[src/rtl/core/ccps_pkg.sv]
// ----------------------------------------------------------------------------
// ccps_pkg
// Shared types and constants for the closest-point-on-segment pipeline.
// ----------------------------------------------------------------------------
package ccps_pkg;

  localparam int FRAC_BITS = 12;
  localparam int QBITS     = FRAC_BITS + 1;
  localparam logic [QBITS-1:0] ONE_FX = 13'h1000;
  localparam logic [5:0] SHIFT_MAX = 6'd12;

  typedef struct packed {
    logic signed [15:0] x;
    logic signed [15:0] y;
    logic signed [15:0] z;
  } vec3_t;

  // A and the edge E travel with each word to the back end
  typedef struct packed {
    vec3_t a;
    vec3_t e;
  } geom_t;

  // Divider stage contents
  typedef struct packed {
    logic             vld;
    logic             ok;
    logic             ovf;
    logic [31:0]      rem;
    logic [31:0]      dm;
    logic [QBITS-1:0] q;
    geom_t            g;
  } div_st_t;

endpackage

[src/rtl/core/ccps_back.sv]
// ----------------------------------------------------------------------------
// ccps_back
// Scales E by t and adds A; the last stage is the output register.
// ----------------------------------------------------------------------------
module ccps_back
  import ccps_pkg::*;
(
  input  logic             clk,
  input  logic             rst_n,
  input  logic             en,
  input  logic             in_vld,
  input  geom_t            in_g,
  input  logic [QBITS-1:0] t,
  output logic             out_vld,
  output vec3_t            out_p
);

  logic  vm_r, vo_r;
  vec3_t am_r, po_r;
  logic signed [29:0] pr_r [0:2];
  logic signed [QBITS:0] ts;

  assign ts = $signed({1'b0, t});

  always_ff @(posedge clk) begin
    if (!rst_n) begin
      vm_r <= 1'b0;
      vo_r <= 1'b0;
    end else if (en) begin
      vm_r <= in_vld;
      vo_r <= vm_r;
    end
  end

  // t*E, then A + floor(t*E / 4096)
  always_ff @(posedge clk) begin
    if (en) begin
      am_r     <= in_g.a;
      pr_r[0]  <= 30'(ts) * 30'(in_g.e.x);
      pr_r[1]  <= 30'(ts) * 30'(in_g.e.y);
      pr_r[2]  <= 30'(ts) * 30'(in_g.e.z);
      po_r.x   <= am_r.x + pr_r[0][27:12];
      po_r.y   <= am_r.y + pr_r[1][27:12];
      po_r.z   <= am_r.z + pr_r[2][27:12];
    end
  end

  assign out_vld = vo_r;
  assign out_p   = po_r;

endmodule

[config.mk]
export PLATFORM = sky130hd
export DESIGN_NAME = ccps_back
export DESIGN_NICKNAME = d
export VERILOG_FILES = /design/src/rtl/core/ccps_pkg.sv /design/src/rtl/core/ccps_back.sv
export SDC_FILE = /design/constraint.sdc
export NUM_CORES = 2
export LEC_CHECK = 0
export BUFFER_PORTS_ARGS = -buffer_cell sky130_fd_sc_hd__buf_2
export CAP_MARGIN = 20
export CORE_UTILIZATION = 64
export CTS_CLUSTER_DIAMETER = 80
export DETAILED_ROUTE_END_ITERATION = 10
export PLACE_DENSITY = 0.81
export SLEW_MARGIN = 20
export SYNTH_ARGS = -nofsm -noshare
export SYNTH_HDL_FRONTEND = slang
export SYNTH_SLANG_ARGS = --single-unit
[constraint.sdc]
create_clock -name clk -period 7.7 [get_ports clk]
set_clock_uncertainty 0.05 [all_clocks]
set_input_delay 0.385 -clock clk [delete_from_list [all_inputs] [get_ports clk]]
set_output_delay 0.385 -clock clk [all_outputs]
set_load 0.02 [all_outputs]
== Word-level counts from Yosys, hierarchy flattened ==
Memories as Yosys holds them, arrays and structs flattened.
Cells that the tools add are included.

* Flip-flop bits (word level): 98
* Bits in latches: 0
* Memory bits (writable): 90
* Bits in read-only memories: 0
* Input port bits: 113
* Word-level logic and storage cells: 17
* Memories kept: 1

{| class="wikitable"
|+ Memory list
! name !! depth !! width !! read ports !! clocked after Yosys merged registers in !! wr ports !! line !! RTL
|-
| pr_r || 3 || 30 || 3 || 0 || 3 || ccps_back.sv:20 || <nowiki>logic signed [29:0] pr_r [0:2];</nowiki>
|}

* Add/sub/neg operators: 3
* Multipliers: 3
* Div/mod/pow operators: 0
* $lt $le $gt $ge: 0
* Equal/unequal tests: 0
* Shifts and indexed selects: 0
* Multiplexer cells: 2
* Bitwise operators: 0
* Reduce and logical (&&, ||, !) cells: 0

{| class="wikitable"
|+ Operators by type and width
! cell !! count
|-
| $mul 14x16->30 || 3
|-
| $add 16x16->16 || 3
|-
| $mux 1 || 2
|}

== Logic depth before layout (Yosys ltp) ==
* Depth after elaboration: 2
* Gate-level depth with buffers: 24
* Gate-level depth less buffers: 22

== Worst setup path after synthesis ==
OpenSTA, ideal clock, no wires.

* Path kind: input-to-reg
* Start: input port t[3]
* End: memory pr_r[2][20], in the netlist pr_r[0][80] (data pin)
* Data arrival time: 5871 ps
* Data required time: 7492 ps
* Slack: 1621 ps
* Stages: 24
* Buffers on the path: 2
* Cell sequence: clkbuf_1 clkbuf_1 and2_1 fa_1 inv_1 fa_1 inv_1 fa_1 inv_1 fa_1 inv_1 fa_1 inv_1 fa_1 inv_1 ha_1 a2111oi_0 nand2_1 a21oi_1 nor3_1 o21ai_1 a21oi_1 or4_1 o211ai_1

{| class="wikitable"
|+ RTL lines
! element !! line !! RTL
|-
| start: declaration || ccps_back.sv:13 || <nowiki>input logic [QBITS-1:0] t,</nowiki>
|-
| end: declaration || ccps_back.sv:20 ||
|}

==> results.tsv <==
stage	metric	value	unit
placement	port_buffer_count	161	
setup_path	slowest_stage	sky130_fd_sc_hd__buf_2	
layout	fill_cells	3205	
logic_synthesis	mux_share_of_post_synthesis_cell_area	0.110	%
timing	final_max_slew_viol_count	0	
logic_synthesis	combinational_family_with_the_most_area_after_synthesis	adder cells	
cts	cts_sinks	146	
logic_synthesis	synth-seq-cells	146	
route	met2_length	32200	µm
global_route	antenna_found_initial	2	
logic_synthesis	synth_edf_count	144	
die	floorplan.initialDensity	65.4	%
setup_path	critPathArrivalTime	6.50	ns
min_path	hp-class	in -> reg	
global_route	global_route.usage.total	30.1	%
logic_synthesis	synth_fp_nets	3815	
setup_path	crit_path_max_fanout	48	
route	drt_pass1_iterations	5	
route	drt_iter0_drc	1215	
cts	worst_setup_hold_path_clk_slew	0.07	ns
cts	cts-buffers-inserted	17	
layout	area_of_the_multi_input_gates	21000	µm²
setup_path	cp_cell_sequence	buf_2 -> nand2_1 -> fa_1 -> fa_1 -> fa_1 -> inv_1 -> fa_1 -> fa_1 -> inv_1 -> fa_1 -> inv_1 -> ha_1 -> a21o_1 -> a21o_1 -> a21o_1 -> o21ai_0 -> a21oi_1 -> o41ai_1 -> xnor2_1	
logic_synthesis	synth.top_cells.by_area	sky130_fd_sc_hd__fa_1, sky130_fd_sc_hd__edfxtp_1, sky130_fd_sc_hd__ha_1	
cts	cts_hold_buffers	26	
cts	cts_repair_resize_count	0	
setup_path	max_stage_delay	0.80	ns
timing	period_share	82.2	%
timing	fin_tns_setup	0	ns
route	detail_route.drc_violations	0	
die	floorplan.die.width	212	µm
logic_synthesis	async_flop_share	0	%
global_route	grt_pass1_wl	106000	µm
logic_synthesis	synth_top_cells_by_count	sky130_fd_sc_hd__inv_1, sky130_fd_sc_hd__fa_1, sky130_fd_sc_hd__and2_1	
setup_path	origin_of_the_critical_flop_to_flop_path	am_r[33]$_DFFE_PP_	
setup_path	crit_path_required_time	7.88	ns
route	wl_per_cell	17.3	µm
timing	fmaxAchievable	158	MHz
outcome	outcome	finished clean	
cts	worstSkewPairLatency	0.48	ns
logic_synthesis	synth-xor-area-share	3.55	%
timing	min_period	6.33	ns
logic_synthesis	synthFlopType	sky130_fd_sc_hd__edfxtp_1	
min_path	worst_hold_startpoint	in_g[71]	
logic_synthesis	post_synth_and_or_nand_nor_area_fraction	14.5	%
cts	cts-root-to-sink-buffers	2	
logic_synthesis	yosysTopAreaCell	sky130_fd_sc_hd__fa_1	
setup_path	setup_crit_end_kind	register	
setup_path	worst_setup_path_start	t[9]	
timing	slew_headroom	28.4	%
die	placeableCoreArea	43400	µm²
global_route	maximum_number_of_pins_on_one_net_before_global_route_repair	76	
die	dieArea	45100	µm²
timing	report.final.hold_viol_count	0	
route	drt-total-wl	62300	µm
placement	dpl.hpwl	48800	µm
die	die_outline_height	212	µm
layout	fin_nets	3924	
setup_path	cpMostUsedCell	sky130_fd_sc_hd__fa_1	
logic_synthesis	synth_largest_type_area_fraction	40.7	%
logic_synthesis	yosysSeqAreaShare	15.4	%
cts	post_cts_buffers	0	
global_route	first_global_vias	22400	
layout	fin_cells	3589	
timing	holdWs	0.0360	ns
global_route	globalRoute.totalOverflow	0	
cts	tritoncts	done	
route	met3RoutedLength	4220	µm
cts	root_cell_of_the_clock_tree	sky130_fd_sc_hd__clkbuf_16	
timing	setup-violations-final	0	
logic_synthesis	synth_area_in_adders	51.5	%
setup_path	setup.worst_path.class	in -> reg	
die	boundaryPins	162	
logic_synthesis	number_of_distinct_library_cells_after_synthesis	60	
cts	cts_max_level	4	
logic_synthesis	synth.yosys.warnings	0	
timing	worst_margin_slew	1.07	ns
setup_path	critical_path.startpoint_type	input pin	
layout	layout-drive-gt1-share	7.16	%
route	via_count	19900	
route	via_per_inst	5.55	
logic_synthesis	top_count_cell_post_synth	sky130_fd_sc_hd__inv_1	
run	drv_cap	0	
die	core.rowCount	76	
route	dr.max_layer_used	met4	
route	antenna_left	0	
logic_synthesis	synth_instances	2880	
placement	placedCellCount	3529	
logic_synthesis	syn-mean-instance-area	9.84	µm²
timing	grt_setup_unrepaired	false	
logic_synthesis	synth_compound_gate_area_share	4.29	%
layout	area_delta_synth_final	7.34	%
logic_synthesis	post_synth_instance_area	28300	µm²
placement	routabilityCongestion	0.890	
layout	area.sequential	4360	µm²
route	met1_length	23900	µm
[final timing paths]
check	end	slack [ns]	cells after the start
worst max register to register	out_p[47]$_DFFE_PP_	4.64	9
worst min-delay path	am_r[23]$_DFFE_PP_	0.04	1
worst min register to register	vm_r$_SDFFE_PN0P_	0.48	2
worst max-delay path	pr_r[0][50]$_DFFE_PP_	1.37	19
[registers in the layout, indices dropped and copies added, names as in the netlist]
name     cells
out_p       48
pr_r        48
am_r        48
vm_r         1
out_vld      1
[per-stage QoR]
step                      instance area, µm²  utilization (%)  setup WS (ns)
after floorplan                        28300                -           1.62
after global placement                 29600             68.2           1.16
after detailed placement               29600             68.2          0.957
after CTS                              30400             70.2           1.49
after global routing                   30400             70.2           1.09
final                                  30400             70.2           1.37
[layout make-up]
class	instances	share of cell area (%)
Sequential cell	146	14.3
Clock inverter	14	0.502
Antenna cell	2	0.0164
Inverter	688	8.49
Timing Repair Buffer	203	3.92
Multi-Input combinational cell	1933	68.9
Tap cell	585	2.41
Clock buffer	18	1.41
[layout by cell type (no fill, tap or decap), drive strengths merged, types with 7 or more instances in the layout]
cell type,count
inv,694
fa,576
and2,332
nand2,322
ha,246
buf,177
edfxtp,144
xnor2,89
a21oi,55
nor2,53
o21ai,30
xor2,26
dlygate4sd3,26
nor3,21
clkbuf,18
nand3,17
a21o,14
o21a,14
or3,13
nor2b,10
and3,8
nand2b,8
nand4,7
o21bai,7
a31oi,7
[kinds of logic (layout without fill, tap and decap cells)]
group | Yosys count | in the layout
other | 0 | 2
AND/OR/NAND/NOR | 810 | 810
buffers and inverters | 801 | 923
adder cells (fa/ha/maj) | 822 | 822
XOR/XNOR | 115 | 115
multiplexers | 3 | 3
flip-flops | 146 | 146
AO/OA/AOI/OAI | 183 | 183
[worst max-delay path, delay by kind of cell]
family,cells,cell delay (ns)
compound gates,6,1.62
simple gates,1,0.22
xor+xnor,1,0.11
fa+ha+maj,7,3.22
buf+inv,4,0.94
[per-layer routing]
layer,up-vias,track usage [%]
li1,8890,-
met1,10100,36.9
met2,735,52.7
met3,152,5.95
met4,0,11.3
met5,-,0
Power is left out: the tool's default activity adds up to more than one toggle a clock period on the data nets, which glitch-free logic cannot reach.
