--- src/rtl/core/ccps_pkg.sv ---
// ----------------------------------------------------------------------------
// ccps_pkg
// Shared types and constants for the closest-point-on-segment pipeline.
// ----------------------------------------------------------------------------
package ccps_pkg;

  localparam int FRAC_BITS = 12;
  localparam int QBITS     = FRAC_BITS + 1;
  localparam logic [QBITS-1:0] ONE_FX = 13'h1000;
  localparam logic [5:0] SHIFT_MAX = 6'd12;

  typedef struct packed {
    logic signed [15:0] x;
    logic signed [15:0] y;
    logic signed [15:0] z;
  } vec3_t;

  // A and the edge E travel with each word to the back end
  typedef struct packed {
    vec3_t a;
    vec3_t e;
  } geom_t;

  // Divider stage contents
  typedef struct packed {
    logic             vld;
    logic             ok;
    logic             ovf;
    logic [31:0]      rem;
    logic [31:0]      dm;
    logic [QBITS-1:0] q;
    geom_t            g;
  } div_st_t;

endpackage

--- src/rtl/core/ccps_div.sv ---
// ----------------------------------------------------------------------------
// ccps_div
// Pipelined restoring divider, one quotient bit per stage, result 0..4096.
// ----------------------------------------------------------------------------
module ccps_div
  import ccps_pkg::*;
(
  input  logic               clk,
  input  logic               rst_n,
  input  logic               en,
  input  logic               in_vld,
  input  geom_t              in_g,
  input  logic signed [31:0] num,
  input  logic signed [31:0] den,
  output logic               out_vld,
  output geom_t              out_g,
  output logic [QBITS-1:0]   t
);

  div_st_t st_r   [0:QBITS];
  div_st_t st_nxt [0:QBITS];

  logic [31:0] n_abs, d_abs;

  // set-up: magnitudes, sign agreement, quotient overflow
  always_comb begin
    n_abs = num[31] ? 32'(-num) : 32'(num);
    d_abs = den[31] ? 32'(-den) : 32'(den);
    st_nxt[0].vld = in_vld;
    st_nxt[0].ok  = (den != 32'sd0) && (num[31] == den[31]);
    st_nxt[0].ovf = {13'd0, n_abs} >= {d_abs, 13'd0};
    st_nxt[0].rem = n_abs;
    st_nxt[0].dm  = d_abs;
    st_nxt[0].q   = '0;
    st_nxt[0].g   = in_g;
  end

  for (genvar j = 0; j < QBITS; j++) begin : g_stage
    localparam int K = QBITS - 1 - j;
    logic [44:0] trial;
    always_comb begin
      trial = {13'd0, st_r[j].dm} << K;
      st_nxt[j+1] = st_r[j];
      if ({13'd0, st_r[j].rem} >= trial) begin
        st_nxt[j+1].rem  = st_r[j].rem - trial[31:0];
        st_nxt[j+1].q[K] = 1'b1;
      end
    end
  end

  for (genvar j = 0; j <= QBITS; j++) begin : g_reg
    always_ff @(posedge clk) begin
      if (!rst_n) st_r[j].vld <= 1'b0;
      else if (en) st_r[j] <= st_nxt[j];
    end
  end

  // clamp to 0..4096
  always_comb begin
    if (!st_r[QBITS].ok) t = '0;
    else if (st_r[QBITS].ovf || st_r[QBITS].q > ONE_FX) t = ONE_FX;
    else t = st_r[QBITS].q;
  end

  assign out_vld = st_r[QBITS].vld;
  assign out_g   = st_r[QBITS].g;

endmodule

--- config.mk ---
export PLATFORM = sky130hd
export DESIGN_NAME = ccps_div
export DESIGN_NICKNAME = d
export VERILOG_FILES = /design/src/rtl/core/ccps_pkg.sv /design/src/rtl/core/ccps_div.sv
export SDC_FILE = /design/constraint.sdc
export NUM_CORES = 2
export LEC_CHECK = 0
export ABC_CLOCK_PERIOD_IN_PS = 171300
export BUFFER_PORTS_ARGS = -buffer_cell sky130_fd_sc_hd__buf_2
export CORE_MARGIN = 2
export CORE_UTILIZATION = 60
export DETAILED_ROUTE_END_ITERATION = 6
export PLACE_DENSITY_LB_ADDON = 0.12
export SYNTH_ARGS = -nofsm -noshare
export SYNTH_HDL_FRONTEND = slang
export SYNTH_SLANG_ARGS = --single-unit
export TNS_END_PERCENT = 10
--- constraint.sdc ---
create_clock -name clk -period 171.3 [get_ports clk]
set_input_delay 8.565 -clock clk [delete_from_list [all_inputs] [get_ports clk]]
set_output_delay 8.565 -clock clk [all_outputs]
set_load 0.02 [all_outputs]
[Yosys cells after proc, flatten, opt, wreduce, memory -nomap -nowiden]
Memories as Yosys holds them, arrays and structs flattened.
Index checks and enable logic that the tools add are counted.
Word-level totals
  latch bits: 0
  output and inout bits: 110
  memories kept: 1
  word-level logic and storage cells: 97
  flip-flop bits (word level): 0
  RAM bits: 2464
  ROM bits: 0
Memory list
  st_r: depth 14, bits a word 176, rd ports 14, clocked after Yosys merged registers in 0, wr ports 14, line ccps_div.sv:20  | div_st_t st_r [0:QBITS];
Operators by class
  shifts and indexed selects: 0
  equality and inequality tests: 1
  muxes and demuxes: 48
  magnitude comparators: 15
  add/subtract/negate cells: 15
  multipliers: 0
  reductions and logical operators: 3
  bitwise gates (word level): 14
  divide/modulo/power cells: 0
Operators by type and width (number)
  $mux W32: 15
  $sub A32 B32 Y32: 13
  $neg A32 Y32: 2
  $ge A32 B45 Y1: 1
  $ge A32 B44 Y1: 1
  $ge A32 B43 Y1: 1
  $ge A32 B42 Y1: 1
  $ge A32 B41 Y1: 1
  $ge A32 B40 Y1: 1
  $ge A32 B39 Y1: 1
  $ge A32 B38 Y1: 1
  $ge A32 B37 Y1: 1
  $ge A32 B36 Y1: 1
  $ge A32 B35 Y1: 1
  $ge A32 B34 Y1: 1
  $ge A32 B33 Y1: 1
  $ge A32 B32 Y1: 1
  $reduce_bool A32 Y1: 1
  $mux W1: 31
  $mux W13: 2
  $or A1 B1 Y1: 14
  $gt A13 B13 Y1 const B: 1
  $eq A1 B1 Y1: 1
  $logic_and A1 B1 Y1: 1
  $logic_or A1 B1 Y1: 1

[Depth between registers and ports, before layout]
An unclocked memory read counts as a cell.
  depth after elaboration: 5
  depth in mapped cells: 16
  gate-level depth less buffers: 16

[Worst setup path after synthesis]
OpenSTA, ideal clock, no wires.
  kind: input to register
  start point: input port rst_n
  end point: memory st_r[0][0] (netlist bit), enable pin
  buffers on the path: 1
  path slack: 107.876 ns
  data arrival time: 60.430 ns
  cell stages on the path: 2
  library setup time: 2.994 ns
  path through: clkbuf_1 > and2_1
RTL lines
  start: declaration: line ccps_div.sv:9  | input logic rst_n,
  end: declaration: line ccps_div.sv:20

==> flow_summary.json <==
{
  "synthArstFlopShare_pct": 0,
  "synth_nets": 6309,
  "cts_resized": 0,
  "postSynthCellCount": 5773,
  "synth_edf_count": 2308,
  "tightest_slew_ns": 1.32,
  "grt_pass1_vias": 45200,
  "regMostFlops": "st_r",
  "avgSynthCellArea_um2": 16.1,
  "cts_tree": "yes",
  "whs_ns": 0.363,
  "yosys.area_share.adder_pct": 5.10,
  "seq_area_frac_synth_pct": 74.5,
  "met1_length_mm": 59.3,
  "synthFlopType": "edfxtp_1",
  "synthMuxAreaShare_pct": 2.53,
  "synth_xor_area_share_pct": 2.83,
  "final_area_mm2": 0.103,
  "multi_input_area_mm2": 0.0210,
  "drv_slew": 0,
  "htreeDepth": 4,
  "pre_cts_ws_ns": 157.11,
  "finClkSkew_ns": 0.0602,
  "largest_register_ffs": 2309,
  "p_leak_nw": 37.8,
  "reg.largest.list": "st_r x2309",
  "portBuffers": 273,
  "max_freq_mhz": 75.3,
  "cts_hold_buf": 0,
  "endpoint_kind": "register",
  "routed_wl_mm": 140,
  "path_common_cell": "buf_4",
  "wl_met2_mm": 70.2,
  "wl_per_cell_um": 16.8,
  "yosys-top-cells-area": "edfxtp_1 (75%), ha_1 (4.8%), mux2_2 (2.2%)",
  "cts_buffers": 216,
  "vias": 45300,
  "post_drt_via_cell_ratio": 5.44,
  "status": "completed",
  "crit_type": "primary input to register",
  "setup_slack_ns": 158.03,
  "drc_errors": 0,
  "area_delta_synth_final_pct": 11.3,
  "synth-compound-area-share_pct": 6.97,
  "grt_usage_pct": 17.8,
  "crit_chain": "buf_2, and2_4, buf_4, buf_4, buf_4, buf_4, buf_4",
  "rsz0062_at_grt": "no",
  "yosysTopAreaCell": "edfxtp_1",
  "cts_buffer_depth": 3,
  "ys_seq_elements": 2309,
  "synth_simple_gate_area_share_pct": 5.08,
  "placed_area_mm2": 0.0963,
  "grt_max_degree": 211,
  "die-width_um": 398,
  "syn_area_mm2": 0.0930,
  "drt_iter0_markers": 2656,
  "worst-path-max-fanout": 80,
  "clkTransAtPathRegs_ns": 0.06,
  "nNetsFinal": 6650,
  "grt_overflow": 0,
  "initial_utilization_pct": 60.4,
  "hpwlAfterDp_mm": 95.6,
  "ys_top_cells_by_count": "edfxtp_1 (2308), inv_1 (441), ha_1 (360), o21ai_0 (258)",
  "hold_class": "register to register",
  "drive_above_1_share_pct": 13.5,
  "worst_ep_arrival_time_ns": 13.72,
  "slew_headroom_pct": 11.3,
  "ir_worst_vdd_mv": 0.0112,
  "routed.top_layer": "met4",
  "required_ns": 171.75,
  "die_h_um": 398,
  "clkLatencyLatePin_ns": 0.83,
  "hold_viol_final": 0,
  "synth.distinct_cells": 81,
  "grt_pass1_wl_mm": 226,
  "fill_cells": 10300,
  "synth_top_family_by_area": "compound AO/OA/AOI/OAI gates",
  "gp_congestion": 0.954,
  "max_cap_viol_count": 0,
  "n_antenna_cell": 0,
  "grt_antenna_before_repair": 1,
  "finalSetupViolations": 0,
  "slowest_delay_ns": 0.89,
  "post-cts-setup-buffer-count": 0,
  "ioPinCount": 274,
  "startpoint_type": "primary input",
  "final-seq-area_mm2": 0.0693,
  "slowest_stage": "buf_4",
  "yosysWarnings": 0,
  "p_per_area_mw_per_mm2": 11.6,
  "core_area_mm2": 0.154,
  "root_buffer": "clkbuf_16",
  "core.rowCount": 144,
  "post-route-period-util_pct": 7.75,
  "yosys.area.top_type_share_pct": 74.5,
  "ant_nets": 0,
  "setup_tns_ns": 0,
  "route.met3.wl_mm": 4.71,
  "fp.dieArea_mm2": 0.158,
  "first_pass_iters": 6,
  "synth_most_common_cell": "edfxtp_1",
  "clock-sinks": 2309,
  "period_minus_slack_ns": 13.27
}
kinds of logic (layout without fill, tap and decap cells):
family,count (synthesis),count (layout)
simple gates,936,936
compound gates,1015,1015
mux,212,212
flops,2309,2309
xor+xnor,301,301
buf+inv,628,1147
fa+ha+maj,372,372
power by group:
group | total (mW) | leakage, nW | switching, mW | internal (mW)
Sequential | 0.655 | 21.7 | 0.00800 | 0.647
Combinational | 0.0684 | 12.6 | 0.0421 | 0.0263
Clock | 0.473 | 3.50 | 0.196 | 0.277
final cells by class:
| cell class | instances | share of cell area [%] |
|---|---|---|
| tap | 2044 | 2.47 |
| multi-input combinational | 2836 | 20.3 |
| sequential | 2309 | 67.0 |
| inverter | 441 | 1.60 |
| clock inverter | 132 | 1.59 |
| timing repair buffer | 310 | 1.64 |
| clock buffer | 264 | 5.40 |
per-stage QoR:
step	total power [mW]	std cells	utilization (%)
3_5_place_dp	0.735	7940	62.5
4_1_cts	1.21	8336	67.2
5_1_grt	1.24	8336	67.2
2_1_floorplan	0.774	5773	-
6_report	1.20	8336	67.2
3_3_place_gp	0.732	7940	62.5
cell usage in the layout, fill, tap and decap left out, types with 61 or more instances in the layout:
cell type	Yosys	final
a21o_1	120	120
a21oi_1	254	251
buf_2	10	273
clkbuf_16	0	216
edfxtp_1	2308	2308
ha_1	360	360
inv_1	441	441
mux2_2	184	184
nand2_1	254	254
nand3_1	66	66
nor2_1	183	183
nor3_1	61	61
o21a_1	70	70
o21ai_0	258	258
xnor2_1	198	198
xor2_1	103	103
path summary, 6_finish.rpt:
kind                            from                       to  slack [ns]  cells after the start
max                               en  st_r[0][1262]$_DFFE_PP_      158.03                      7
min           st_r[0][442]$_DFFE_PP_   st_r[0][618]$_DFFE_PP_        0.36                      0
max reg2reg  st_r[0][1399]$_DFFE_PP_   st_r[1][153]$_DFFE_PP_      166.88                     10
min reg2reg   st_r[0][442]$_DFFE_PP_   st_r[0][618]$_DFFE_PP_        0.36                      0
worst max-delay path: cells and delay by family:
kind	cells	cell delay, ns
and+or+nand+nor	1	0.69
buffers and inverters	6	4.26
per-layer routing:
metal	vias up	track usage, %
met5	-	0
met1	21600	21.9
met4	0	8.66
met3	326	2.71
li1	22500	-
met2	900	30.9
(Power assumes the default switching activity.)
